File: src/hdl/smoothed_speed_estimator_defines.svh
// ----------------------------------------------------------------------------
// smoothed_speed_estimator_defines
// assertion macros shared by the speed estimator rtl
// ----------------------------------------------------------------------------
`ifndef SMOOTHED_SPEED_ESTIMATOR_DEFINES_SVH
`define SMOOTHED_SPEED_ESTIMATOR_DEFINES_SVH

// condition implies expression in the same cycle
`define SSE_CHECK_NOW(lbl, cond, expr, msg) \
   lbl: assert property (@(posedge clock) disable iff (reset) (cond) |-> (expr)) \
      else $error(msg);

// condition implies expression in the next cycle
`define SSE_CHECK_NEXT(lbl, cond, expr, msg) \
   lbl: assert property (@(posedge clock) disable iff (reset) (cond) |=> (expr)) \
      else $error(msg);

`endif

File: src/hdl/sse_pkg.sv
// ----------------------------------------------------------------------------
// sse_pkg
// shared widths, constants and word types of the smoothed speed estimator
// ----------------------------------------------------------------------------
package sse_pkg;

   // field widths
   localparam int POS_W      = 24;
   localparam int TIME_W     = 20;
   localparam int SPEED_W    = 32;
   localparam int NORM_W     = 17;
   localparam int NORM_FRAC_W = 16;
   localparam int WLEN_W     = 5;

   // csr port
   localparam int CSR_DATA_W  = 32;
   localparam int CSR_INDEX_W = 1;
   localparam logic [CSR_INDEX_W-1:0] REG_WINDOW_LENGTH = 1'b0;
   localparam logic [CSR_INDEX_W-1:0] REG_MAX_SPEED     = 1'b1;

   // reset values of the csr registers
   localparam logic [WLEN_W-1:0]  WINDOW_LENGTH_RESET = 5'd10;
   localparam logic [SPEED_W-1:0] MAX_SPEED_RESET     = 32'd256000;
   localparam int DEFAULT_MAX_WINDOW = 16;

   // datapath widths
   localparam int DIFF_W  = POS_W + 1;
   localparam int D2_W    = 2 * DIFF_W;
   localparam int ROOT_W  = DIFF_W;
   localparam int SCALE_W = 20;
   localparam logic [SCALE_W-1:0] US_PER_S = 20'd1000000;
   localparam int NUM_W   = ROOT_W + SCALE_W;

   // serial divider
   localparam int DIV_W      = 32;
   localparam int DIV_STEP_W = 6;

   localparam logic [NORM_W-1:0] NORM_ONE = 17'h10000;

   typedef struct packed {
      logic signed [POS_W-1:0] pos_x;
      logic signed [POS_W-1:0] pos_y;
      logic signed [POS_W-1:0] pos_z;
      logic [TIME_W-1:0]       elapsed_us;
   } req_type;

   typedef struct packed {
      logic [SPEED_W-1:0] smooth_speed;
      logic [NORM_W-1:0]  normalized_speed;
   } rsp_type;

   typedef struct packed {
      logic                  start;
      logic [DIV_STEP_W-1:0] steps;
   } div_cmd_type;

endpackage

File: src/hdl/sse_sqrt.sv
// ----------------------------------------------------------------------------
// sse_sqrt
// digit-serial integer square root, two radicand bits per cycle
// ----------------------------------------------------------------------------
module sse_sqrt (
   input  logic                          clock,
   input  logic                          reset,
   input  logic                          start,
   input  logic [sse_pkg::D2_W-1:0]      radicand,
   output logic                          done,
   output logic [sse_pkg::ROOT_W-1:0]    root
);

   localparam int D2_W    = sse_pkg::D2_W;
   localparam int ROOT_W  = sse_pkg::ROOT_W;
   localparam int REM_W   = ROOT_W + 2;
   localparam int STEP_W  = $clog2(ROOT_W);

   logic [D2_W-1:0]   v_ff, v_in;
   logic [REM_W-1:0]  rem_ff, rem_in;
   logic [ROOT_W-1:0] root_ff, root_in;
   logic [STEP_W-1:0] step_ff, step_in;
   logic              busy_ff, busy_in;
   logic              done_ff, done_in;
   logic [REM_W+1:0]  rem_sh;
   logic [REM_W+1:0]  trial;
   logic [REM_W+1:0]  diff;

   // one result bit per step
   always_comb begin
      rem_sh  = {rem_ff, v_ff[D2_W-1:D2_W-2]};
      trial   = (REM_W+2)'({root_ff, 2'b01});
      diff    = rem_sh - trial;
      v_in    = v_ff;
      rem_in  = rem_ff;
      root_in = root_ff;
      step_in = step_ff;
      busy_in = busy_ff;
      done_in = 1'b0;
      if (start) begin
         v_in    = radicand;
         rem_in  = '0;
         root_in = '0;
         step_in = STEP_W'(ROOT_W - 1);
         busy_in = 1'b1;
      end else if (busy_ff) begin
         v_in = {v_ff[D2_W-3:0], 2'b00};
         if (rem_sh >= trial) begin
            rem_in  = diff[REM_W-1:0];
            root_in = {root_ff[ROOT_W-2:0], 1'b1};
         end else begin
            rem_in  = rem_sh[REM_W-1:0];
            root_in = {root_ff[ROOT_W-2:0], 1'b0};
         end
         if (step_ff == '0) begin
            busy_in = 1'b0;
            done_in = 1'b1;
         end else begin
            step_in = step_ff - STEP_W'(1);
         end
      end
   end

   // control state
   always_ff @(posedge clock) begin
      if (reset) begin
         busy_ff <= 1'b0;
         done_ff <= 1'b0;
         step_ff <= '0;
      end else begin
         busy_ff <= busy_in;
         done_ff <= done_in;
         step_ff <= step_in;
      end
   end

   // working registers
   always_ff @(posedge clock) begin
      v_ff    <= v_in;
      rem_ff  <= rem_in;
      root_ff <= root_in;
   end

   assign done = done_ff;
   assign root = root_ff;

endmodule

File: src/hdl/sse_div.sv
// ----------------------------------------------------------------------------
// sse_div
// bit-serial restoring divider, one quotient bit per cycle
// ----------------------------------------------------------------------------
module sse_div (
   input  logic                          clock,
   input  logic                          reset,
   input  sse_pkg::div_cmd_type          cmd,
   input  logic [sse_pkg::DIV_W-1:0]     rem_init,
   input  logic [sse_pkg::DIV_W-1:0]     divisor,
   input  logic [sse_pkg::DIV_W-1:0]     dividend_bits,
   output logic                          done,
   output logic [sse_pkg::DIV_W-1:0]     quotient
);

   localparam int DIV_W  = sse_pkg::DIV_W;
   localparam int STEP_W = sse_pkg::DIV_STEP_W;

   logic [DIV_W-1:0]  rem_ff, rem_in;
   logic [DIV_W-1:0]  den_ff, den_in;
   logic [DIV_W-1:0]  bits_ff, bits_in;
   logic [DIV_W-1:0]  quot_ff, quot_in;
   logic [STEP_W-1:0] step_ff, step_in;
   logic              busy_ff, busy_in;
   logic              done_ff, done_in;
   logic [DIV_W:0]    shifted;
   logic [DIV_W:0]    trial;
   logic              fits;

   // shift in the next dividend bit, subtract when it fits
   always_comb begin
      shifted = {rem_ff, bits_ff[DIV_W-1]};
      trial   = shifted - {1'b0, den_ff};
      fits    = (shifted >= {1'b0, den_ff});
      rem_in  = rem_ff;
      den_in  = den_ff;
      bits_in = bits_ff;
      quot_in = quot_ff;
      step_in = step_ff;
      busy_in = busy_ff;
      done_in = 1'b0;
      if (cmd.start) begin
         rem_in  = rem_init;
         den_in  = divisor;
         bits_in = dividend_bits;
         quot_in = '0;
         step_in = cmd.steps - STEP_W'(1);
         busy_in = 1'b1;
      end else if (busy_ff) begin
         bits_in = {bits_ff[DIV_W-2:0], 1'b0};
         quot_in = {quot_ff[DIV_W-2:0], fits};
         rem_in  = fits ? trial[DIV_W-1:0] : shifted[DIV_W-1:0];
         if (step_ff == '0) begin
            busy_in = 1'b0;
            done_in = 1'b1;
         end else begin
            step_in = step_ff - STEP_W'(1);
         end
      end
   end

   // control state
   always_ff @(posedge clock) begin
      if (reset) begin
         busy_ff <= 1'b0;
         done_ff <= 1'b0;
         step_ff <= '0;
      end else begin
         busy_ff <= busy_in;
         done_ff <= done_in;
         step_ff <= step_in;
      end
   end

   // working registers
   always_ff @(posedge clock) begin
      rem_ff  <= rem_in;
      den_ff  <= den_in;
      bits_ff <= bits_in;
      quot_ff <= quot_in;
   end

   assign done     = done_ff;
   assign quotient = quot_ff;

endmodule

File: src/hdl/smoothed_speed_estimator.sv
// ----------------------------------------------------------------------------
// smoothed_speed_estimator
// 3d speed from successive positions, averaged over a sliding window
//
//   channel   ports                              word
//   request   req_valid / req_ready / req_data   position and elapsed time
//   response  rsp_valid / rsp_ready / rsp_data   window average, normalized
//   csr       csr_we / csr_index / csr_wdata     window_length, max_speed
//
// one word at a time: the next word can be accepted once the result is registered;
// the first word after reset skips the squarer, the root and the speed and last
// divisions (no distance, zero average). a zero or saturated speed skips the speed
// division, a zero average or a ratio of two or more to max_speed skips the last one
// the work is done by the serial square root (25 steps) and three passes
// through the shared bit-serial divider (32, 32 and 17 steps)
// synchronous reset clears the window and the position history and resets the csrs
// a held result in the output register does not stop the next word from
// being accepted; the block only waits at the end if it is still unread
// ----------------------------------------------------------------------------
`include "smoothed_speed_estimator_defines.svh"

module smoothed_speed_estimator #(
   parameter int MAX_WINDOW = sse_pkg::DEFAULT_MAX_WINDOW
) (
   input  logic                               clock,
   input  logic                               reset,
   input  logic                               req_valid,
   output logic                               req_ready,
   input  sse_pkg::req_type                   req_data,
   output logic                               rsp_valid,
   input  logic                               rsp_ready,
   output sse_pkg::rsp_type                   rsp_data,
   input  logic                               csr_we,
   input  logic [sse_pkg::CSR_INDEX_W-1:0]    csr_index,
   input  logic [sse_pkg::CSR_DATA_W-1:0]     csr_wdata
);

   localparam int POS_W   = sse_pkg::POS_W;
   localparam int TIME_W  = sse_pkg::TIME_W;
   localparam int SPEED_W = sse_pkg::SPEED_W;
   localparam int NORM_W  = sse_pkg::NORM_W;
   localparam int WLEN_W  = sse_pkg::WLEN_W;
   localparam int DIFF_W  = sse_pkg::DIFF_W;
   localparam int D2_W    = sse_pkg::D2_W;
   localparam int ROOT_W  = sse_pkg::ROOT_W;
   localparam int NUM_W   = sse_pkg::NUM_W;
   localparam int DIV_W   = sse_pkg::DIV_W;
   localparam int STEP_W  = sse_pkg::DIV_STEP_W;
   localparam int CNT_W   = $clog2(MAX_WINDOW + 1);
   localparam int SLOT_W  = (MAX_WINDOW > 1) ? $clog2(MAX_WINDOW) : 1;
   localparam int SUM_W   = SPEED_W + CNT_W;

   // sequencer states
   localparam logic [3:0] S_IDLE      = 4'd0;
   localparam logic [3:0] S_SQUARE    = 4'd1;
   localparam logic [3:0] S_ROOT_GO   = 4'd2;
   localparam logic [3:0] S_ROOT_WAIT = 4'd3;
   localparam logic [3:0] S_SCALE     = 4'd4;
   localparam logic [3:0] S_RAW_GO    = 4'd5;
   localparam logic [3:0] S_RAW_WAIT  = 4'd6;
   localparam logic [3:0] S_READ      = 4'd7;
   localparam logic [3:0] S_UPDATE    = 4'd8;
   localparam logic [3:0] S_AVG_GO    = 4'd9;
   localparam logic [3:0] S_AVG_WAIT  = 4'd10;
   localparam logic [3:0] S_NORM_GO   = 4'd11;
   localparam logic [3:0] S_NORM_WAIT = 4'd12;
   localparam logic [3:0] S_FINISH    = 4'd13;

   localparam logic [1:0] AXIS_X    = 2'd0;
   localparam logic [1:0] AXIS_Y    = 2'd1;
   localparam logic [1:0] AXIS_LAST = 2'd2;

   // magnitude of the difference of two positions
   function automatic logic [DIFF_W-1:0] abs_diff(input logic signed [POS_W-1:0] a,
                                                   input logic signed [POS_W-1:0] b);
      logic signed [DIFF_W-1:0] d;
      d = DIFF_W'(a) - DIFF_W'(b);
      return d[DIFF_W-1] ? DIFF_W'(-d) : DIFF_W'(d);
   endfunction

   logic [3:0]                state_ff, state_in;
   logic [WLEN_W-1:0]         wlen_ff, wlen_in;
   logic [SPEED_W-1:0]        max_speed_ff, max_speed_in;
   logic signed [POS_W-1:0]   last_x_ff, last_x_in;
   logic signed [POS_W-1:0]   last_y_ff, last_y_in;
   logic signed [POS_W-1:0]   last_z_ff, last_z_in;
   logic                      have_last_ff, have_last_in;
   logic [DIFF_W-1:0]         ax_ff, ax_in;
   logic [DIFF_W-1:0]         ay_ff, ay_in;
   logic [DIFF_W-1:0]         az_ff, az_in;
   logic [TIME_W-1:0]         elapsed_ff, elapsed_in;
   logic [1:0]                axis_ff, axis_in;
   logic [D2_W-1:0]           d2_ff, d2_in;
   logic [ROOT_W-1:0]         dist_ff, dist_in;
   logic [NUM_W-1:0]          num_ff, num_in;
   logic [SPEED_W-1:0]        raw_ff, raw_in;
   logic [SPEED_W-1:0]        avg_ff, avg_in;
   logic [NORM_W-1:0]         norm_ff, norm_in;
   logic [SLOT_W-1:0]         slot_ff, slot_in;
   logic [CNT_W-1:0]          count_ff, count_in;
   logic [SUM_W-1:0]          sum_ff, sum_in;
   logic                      rsp_valid_ff, rsp_valid_in;
   sse_pkg::rsp_type          rsp_data_ff, rsp_data_in;
   logic [SPEED_W-1:0]        old_ff;
   logic [SPEED_W-1:0]        hist_mem [0:MAX_WINDOW-1];

   logic [DIFF_W-1:0]         sq_op;
   logic [D2_W-1:0]           sq_prod;
   logic [NUM_W-1:0]          scaled;
   logic [CNT_W-1:0]          len;
   logic [SLOT_W-1:0]         slot_eff;
   logic [CNT_W-1:0]          slot_plus;
   logic                      raw_needs_div;
   logic                      norm_needs_div;
   logic [NORM_W-1:0]         norm_q;
   logic                      accept;
   logic                      div_wait;
   logic                      norm_in_range;

   logic                      sqrt_start;
   logic                      sqrt_done;
   logic [ROOT_W-1:0]         sqrt_root;
   sse_pkg::div_cmd_type      div_cmd;
   logic [DIV_W-1:0]          div_rem_init;
   logic [DIV_W-1:0]          div_divisor;
   logic [DIV_W-1:0]          div_bits;
   logic                      div_done;
   logic [DIV_W-1:0]          div_quot;

   assign accept    = req_valid && req_ready;
   assign req_ready = (state_ff == S_IDLE);
   assign rsp_valid = rsp_valid_ff;
   assign rsp_data  = rsp_data_ff;

   // shared squarer, one axis per cycle
   assign sq_op   = (axis_ff == AXIS_X) ? ax_ff : ((axis_ff == AXIS_Y) ? ay_ff : az_ff);
   assign sq_prod = sq_op * sq_op;
   assign scaled  = NUM_W'(dist_ff) * NUM_W'(sse_pkg::US_PER_S);

   // effective window length, slot and wrap
   always_comb begin
      if (wlen_ff == '0) begin
         len = CNT_W'(1);
      end else if (int'(wlen_ff) > MAX_WINDOW) begin
         len = CNT_W'(MAX_WINDOW);
      end else begin
         len = CNT_W'(wlen_ff);
      end
      slot_eff  = (CNT_W'(slot_ff) >= len) ? '0 : slot_ff;
      slot_plus = CNT_W'(slot_ff) + CNT_W'(1);
   end

   // saturation and corner checks ahead of the divider
   assign raw_needs_div  = (dist_ff != '0) &&
                           (TIME_W'(num_ff[NUM_W-1:DIV_W]) < elapsed_ff);
   assign norm_needs_div = (avg_ff != '0) &&
                           ({1'b0, avg_ff} < {max_speed_ff, 1'b0});
   assign norm_q         = div_quot[NORM_W-1:0];

   // divider operand select
   always_comb begin
      div_cmd      = '0;
      div_rem_init = '0;
      div_divisor  = '0;
      div_bits     = '0;
      case (state_ff)
         S_RAW_GO: begin
            div_rem_init  = DIV_W'(num_ff[NUM_W-1:DIV_W]);
            div_divisor   = DIV_W'(elapsed_ff);
            div_bits      = num_ff[DIV_W-1:0];
            div_cmd.steps = STEP_W'(DIV_W);
            div_cmd.start = raw_needs_div;
         end
         S_AVG_GO: begin
            div_rem_init  = DIV_W'(sum_ff[SUM_W-1:SPEED_W]);
            div_divisor   = DIV_W'(count_ff);
            div_bits      = sum_ff[DIV_W-1:0];
            div_cmd.steps = STEP_W'(DIV_W);
            div_cmd.start = 1'b1;
         end
         S_NORM_GO: begin
            div_rem_init  = {1'b0, avg_ff[SPEED_W-1:1]};
            div_divisor   = max_speed_ff;
            div_bits      = {avg_ff[0], (DIV_W-1)'(0)};
            div_cmd.steps = STEP_W'(NORM_W);
            div_cmd.start = norm_needs_div;
         end
         default: begin
         end
      endcase
   end

   assign sqrt_start = (state_ff == S_ROOT_GO);

   // sequencer and datapath next values
   always_comb begin
      state_in     = state_ff;
      wlen_in      = wlen_ff;
      max_speed_in = max_speed_ff;
      last_x_in    = last_x_ff;
      last_y_in    = last_y_ff;
      last_z_in    = last_z_ff;
      have_last_in = have_last_ff;
      ax_in        = ax_ff;
      ay_in        = ay_ff;
      az_in        = az_ff;
      elapsed_in   = elapsed_ff;
      axis_in      = axis_ff;
      d2_in        = d2_ff;
      dist_in      = dist_ff;
      num_in       = num_ff;
      raw_in       = raw_ff;
      avg_in       = avg_ff;
      norm_in      = norm_ff;
      slot_in      = slot_ff;
      count_in     = count_ff;
      sum_in       = sum_ff;
      rsp_data_in  = rsp_data_ff;
      rsp_valid_in = rsp_valid_ff;

      if (rsp_valid_ff && rsp_ready) begin
         rsp_valid_in = 1'b0;
      end

      case (state_ff)
         S_IDLE: begin
            if (accept) begin
               ax_in        = abs_diff(req_data.pos_x, last_x_ff);
               ay_in        = abs_diff(req_data.pos_y, last_y_ff);
               az_in        = abs_diff(req_data.pos_z, last_z_ff);
               elapsed_in   = req_data.elapsed_us;
               last_x_in    = req_data.pos_x;
               last_y_in    = req_data.pos_y;
               last_z_in    = req_data.pos_z;
               have_last_in = 1'b1;
               axis_in      = AXIS_X;
               d2_in        = '0;
               if (have_last_ff) begin
                  state_in = S_SQUARE;
               end else begin
                  raw_in   = '0;
                  state_in = S_READ;
               end
            end
         end
         S_SQUARE: begin
            d2_in   = d2_ff + sq_prod;
            axis_in = axis_ff + 2'd1;
            if (axis_ff == AXIS_LAST) begin
               state_in = S_ROOT_GO;
            end
         end
         S_ROOT_GO: begin
            state_in = S_ROOT_WAIT;
         end
         S_ROOT_WAIT: begin
            if (sqrt_done) begin
               dist_in  = sqrt_root;
               state_in = S_SCALE;
            end
         end
         S_SCALE: begin
            num_in   = scaled;
            state_in = S_RAW_GO;
         end
         S_RAW_GO: begin
            if (dist_ff == '0) begin
               raw_in   = '0;
               state_in = S_READ;
            end else if (!raw_needs_div) begin
               raw_in   = '1;
               state_in = S_READ;
            end else begin
               state_in = S_RAW_WAIT;
            end
         end
         S_RAW_WAIT: begin
            if (div_done) begin
               raw_in   = div_quot;
               state_in = S_READ;
            end
         end
         S_READ: begin
            slot_in  = slot_eff;
            state_in = S_UPDATE;
         end
         S_UPDATE: begin
            if (count_ff < len) begin
               count_in = count_ff + CNT_W'(1);
               sum_in   = sum_ff + SUM_W'(raw_ff);
            end else begin
               sum_in   = sum_ff - SUM_W'(old_ff) + SUM_W'(raw_ff);
            end
            slot_in  = (slot_plus >= len) ? '0 : SLOT_W'(slot_plus);
            state_in = S_AVG_GO;
         end
         S_AVG_GO: begin
            state_in = S_AVG_WAIT;
         end
         S_AVG_WAIT: begin
            if (div_done) begin
               avg_in   = div_quot;
               state_in = S_NORM_GO;
            end
         end
         S_NORM_GO: begin
            if (avg_ff == '0) begin
               norm_in  = '0;
               state_in = S_FINISH;
            end else if (!norm_needs_div) begin
               norm_in  = sse_pkg::NORM_ONE;
               state_in = S_FINISH;
            end else begin
               state_in = S_NORM_WAIT;
            end
         end
         S_NORM_WAIT: begin
            if (div_done) begin
               norm_in  = (norm_q > sse_pkg::NORM_ONE) ? sse_pkg::NORM_ONE : norm_q;
               state_in = S_FINISH;
            end
         end
         S_FINISH: begin
            if (!rsp_valid_ff || rsp_ready) begin
               rsp_data_in.smooth_speed     = avg_ff;
               rsp_data_in.normalized_speed = norm_ff;
               rsp_valid_in                 = 1'b1;
               state_in                     = S_IDLE;
            end
         end
         default: begin
            state_in = S_IDLE;
         end
      endcase

      // csr writes, the user must make them only while idle; the block does not enforce it
      if (csr_we) begin
         case (csr_index)
            sse_pkg::REG_WINDOW_LENGTH: begin
               wlen_in  = csr_wdata[WLEN_W-1:0];
               slot_in  = '0;
               count_in = '0;
               sum_in   = '0;
            end
            sse_pkg::REG_MAX_SPEED: begin
               max_speed_in = csr_wdata[SPEED_W-1:0];
            end
            default: begin
            end
         endcase
      end
   end

   // control state
   always_ff @(posedge clock) begin
      if (reset) begin
         state_ff     <= S_IDLE;
         wlen_ff      <= sse_pkg::WINDOW_LENGTH_RESET;
         max_speed_ff <= sse_pkg::MAX_SPEED_RESET;
         last_x_ff    <= '0;
         last_y_ff    <= '0;
         last_z_ff    <= '0;
         have_last_ff <= 1'b0;
         slot_ff      <= '0;
         count_ff     <= '0;
         sum_ff       <= '0;
         rsp_valid_ff <= 1'b0;
         axis_ff      <= AXIS_X;
      end else begin
         state_ff     <= state_in;
         wlen_ff      <= wlen_in;
         max_speed_ff <= max_speed_in;
         last_x_ff    <= last_x_in;
         last_y_ff    <= last_y_in;
         last_z_ff    <= last_z_in;
         have_last_ff <= have_last_in;
         slot_ff      <= slot_in;
         count_ff     <= count_in;
         sum_ff       <= sum_in;
         rsp_valid_ff <= rsp_valid_in;
         axis_ff      <= axis_in;
      end
   end

   // payload registers
   always_ff @(posedge clock) begin
      ax_ff       <= ax_in;
      ay_ff       <= ay_in;
      az_ff       <= az_in;
      elapsed_ff  <= elapsed_in;
      d2_ff       <= d2_in;
      dist_ff     <= dist_in;
      num_ff      <= num_in;
      raw_ff      <= raw_in;
      avg_ff      <= avg_in;
      norm_ff     <= norm_in;
      rsp_data_ff <= rsp_data_in;
   end

   // speed history, one write port and one registered read port
   always_ff @(posedge clock) begin
      if (state_ff == S_UPDATE) begin
         hist_mem[slot_ff] <= raw_ff;
      end
      if (state_ff == S_READ) begin
         old_ff <= hist_mem[slot_eff];
      end
   end

   sse_sqrt u_sqrt (
      .clock    (clock),
      .reset    (reset),
      .start    (sqrt_start),
      .radicand (d2_ff),
      .done     (sqrt_done),
      .root     (sqrt_root)
   );

   sse_div u_div (
      .clock         (clock),
      .reset         (reset),
      .cmd           (div_cmd),
      .rem_init      (div_rem_init),
      .divisor       (div_divisor),
      .dividend_bits (div_bits),
      .done          (div_done),
      .quotient      (div_quot)
   );

   // terms for the checks
   assign div_wait      = (state_ff == S_RAW_WAIT) || (state_ff == S_AVG_WAIT) ||
                          (state_ff == S_NORM_WAIT);
   assign norm_in_range = (rsp_data.normalized_speed <= sse_pkg::NORM_ONE);

   // checks
   `SSE_CHECK_NEXT(a_accept_leaves_idle, accept, !req_ready, "accepted word did not start work")
   `SSE_CHECK_NOW(a_count_in_window, 1'b1, count_ff <= len, "sample count beyond window length")
   `SSE_CHECK_NOW(a_div_done_in_wait, div_done, div_wait, "divider finished outside a wait state")
   `SSE_CHECK_NOW(a_norm_range, rsp_valid, norm_in_range, "normalized speed above one")

endmodule

File: config.mk
export PLATFORM = sky130hd
export DESIGN_NAME = smoothed_speed_estimator
export DESIGN_NICKNAME = d
export VERILOG_FILES = /design/src/hdl/sse_pkg.sv /design/src/hdl/sse_sqrt.sv /design/src/hdl/sse_div.sv /design/src/hdl/smoothed_speed_estimator.sv
export VERILOG_INCLUDE_DIRS = /design/src /design/src/hdl
export SDC_FILE = /design/constraint.sdc
export NUM_CORES = 2
export LEC_CHECK = 0
export ABC_AREA = 1
export BUFFER_PORTS_ARGS = -buffer_cell sky130_fd_sc_hd__buf_4
export CORE_ASPECT_RATIO = 1.2
export CORE_MARGIN = 5
export CORE_UTILIZATION = 35
export CTS_BUF_LIST = sky130_fd_sc_hd__clkbuf_2
export DETAILED_ROUTE_END_ITERATION = 6
export PLACE_DENSITY = 0.6
export SLEW_MARGIN = 20
export SYNTH_ARGS = -nofsm -noshare
export SYNTH_HDL_FRONTEND = slang
export SYNTH_SLANG_ARGS = --single-unit
File: constraint.sdc
create_clock -name clock -period 10.7 [get_ports clock]
set_input_delay 1.07 -clock clock [delete_from_list [all_inputs] [get_ports clock]]
set_output_delay 1.07 -clock clock [all_outputs]
set_load 0.02 [all_outputs]
==> metrics.txt <==
max_cap viols 0; crit path DAT roughly 10,000 ps; post-synthesis sequential area ratio between 30% and 40%; row cnt 205; final worst path period share 85.4%; clock-pin slew of the registers on the worst-case setup and hold paths 110 ps; # fillers 26,232; highest cell delay on the worst timing path 560 ps; Routability Congestion slightly below 1; clock buffer depth 4; clock latency on the worst-skew pair 1620 ps; total wire length between 200 and 300 mm; Core Region 0.260 mm2; Critical Path Start Type flop; failing checks DRC; setup_tns 0 ps; Worst-Margin Slew between 1000 and 1500 ps; post-DP HPWL 226 mm; Post-CTS Hold Buffers 137; Crit. End Element flop; CTS sink cnt roughly 1,300; initial antenna violation count 21; dominant synthesized flop cell edfxtp_1; Final Hold Viols 0; Min-Delay Path Class in -> reg; most frequent CP cell inv_1; synth warn 0; H-tree Lvls 5; area overhead of the layout relative to synthesis 11.0%; Post-route DRC 2; register area 0.0361 mm2; Initial Util 35.2%; Post-Syn Nets between 10,000 and 15,000; Die ar. 0.272 mm2; Num CTS Buffers 340; Post-synth ARST share 0%; first-pass GRT wire length roughly 450 mm; minimum clock period 9140 ps; CTS tree built; fraction of layout cells with a size suffix above 1 11.4%; fmax around 110 MHz; mean routed wirelength per cell about 21 um; I/O pins 181; DR iter-0 viols around 5,000; Synth Cell Area approximately 0.09 mm2; die width 477 um; outcome finished, violations left; final net count approximately 12,000; Max FO, Critical Path 26; most frequent cells in the layout inv_1 (1,869), nand2_1 (1,445), edfxtp_1 (1,029), nor2_1 (773), o21ai_0 (714); clk_skew between 200 and 250 ps; max_slew headroom 26.0%; Port Buffers 180; commonest non-fill, non-tap cell in the layout inv_1; number of global-route vias before repair ~74,000; vias per inst 5.08; largest net degree at the start of global routing 146; syn avg cell area 9.14 um2; final setup fails 0; global route overflow 0; postcts setup bufs 0; Multi-input gate area 0.0472 mm2; Req. time, crit path 11,990 ps; slowest CP cell ha_1; critical path class reg -> reg; post-CTS sizing 0; drt pass-1 iters 7; via count just over 70,000; DP Area 0.0969 mm2; RSZ-0062 raised after global routing no; EDFF count, synth slightly above 1,000; #FFs+latches synth 1,291; post-route cell area 0.102 mm2; DRT antenna net count 0; max-slew violation count 0; die extent in y about 570 um; reg2reg setup slack 1560 ps; Mapped Cells 10,012; gr usage total 21.3%; Distinct cells, synth 65; clk root buf clkbuf_2
worst paths after layout:
| check | start | end | cells after the start |
|---|---|---|---|
| worst min-delay path | req_valid | elapsed_ff[2] | 4 |
| worst min register to register | norm_ff[16] | rsp_data[16] | 0 |
| worst max register to register | axis_ff[1] | d2_ff[48] | 31 |
| worst max-delay path | axis_ff[1] | d2_ff[48] | 31 |
state kept, by name, indices dropped and copies added, names as in the netlist, 27 cells and up:
| name | flops |
|---|---|
| avg_ff | 32 |
| d2_ff | 50 |
| hist_mem | 512 |
| max_speed_ff | 32 |
| num_ff | 39 |
| old_ff | 32 |
| raw_ff | 32 |
| rsp_data | 49 |
| sum_ff | 37 |
| u_div.bits_ff | 32 |
| u_div.den_ff | 32 |
| u_div.quotient | 32 |
| u_div.rem_ff | 32 |
| u_sqrt.rem_ff | 27 |
| u_sqrt.v_ff | 50 |
layout make-up:
cell class	count	area share (%)
clock buffers	504	2.48
flip-flops and latches	1291	35.6
clock inverters	106	0.738
inverters	1899	7.02
well taps	3415	4.20
repair buffers	423	3.47
multi-input cells	6512	46.5
diodes	15	0.0369
metal layers:
layer  GRT usage (%)  up-vias  part of all wire [%]
li1                -    34125                     -
met1            24.7    34804                    39
met2            37.4     2284                    49
met3            3.19      702                   5.3
met4            12.6       14                   6.8
met5               0        -                 0.045
stage by stage:
step	worst slack (ps)	instances	hold slack [ps]	util (%)
floorplan	3320	10012	400	-
global placement	1680	13403	410	37.3
detailed placement	1750	13403	408	37.3
CTS	1590	14150	16.0	39.1
global route	988	14161	30.5	39.1
finish	1560	14165	236	39.1
logic make-up after synthesis:
kind of cell | after synthesis | share of synthesized area [%]
compound gates | 1966 | 12.4
xor+xnor | 190 | 1.84
fa+ha+maj | 1245 | 22.4
buf+inv | 2209 | 9.16
flops | 1291 | 39.5
mux | 1 | 0.0109
simple gates | 3110 | 14.7
worst max-delay path: cells and delay by family (launching register included):
family / cells / cell delay [ps]
flops: 1 / 340
buf+inv: 11 / 1890
simple gates: 3 / 550
fa+ha+maj: 9 / 4350
compound gates: 8 / 1680
synth_stat cells (60+ instances only):
cell	count	area [um2]
inv_1	1874	7030
nand2_1	1447	5430
edfxtp_1	1029	30900
nor2_1	797	2990
o21ai_0	714	3570
fa_1	653	13100
a21oi_1	613	3070
ha_1	592	7410
o211ai_1	332	2490
or2_2	297	1860
nand3_1	292	1460
dfxtp_1	262	5250
clkbuf_1	241	905
xor2_1	121	1060
nand4_1	113	707
nor3_1	70	350
xnor2_1	66	578
a31oi_1	60	375
Power is left out: the tool's default activity adds up to more than one toggle a clock period on the data nets, which glitch-free logic cannot reach.
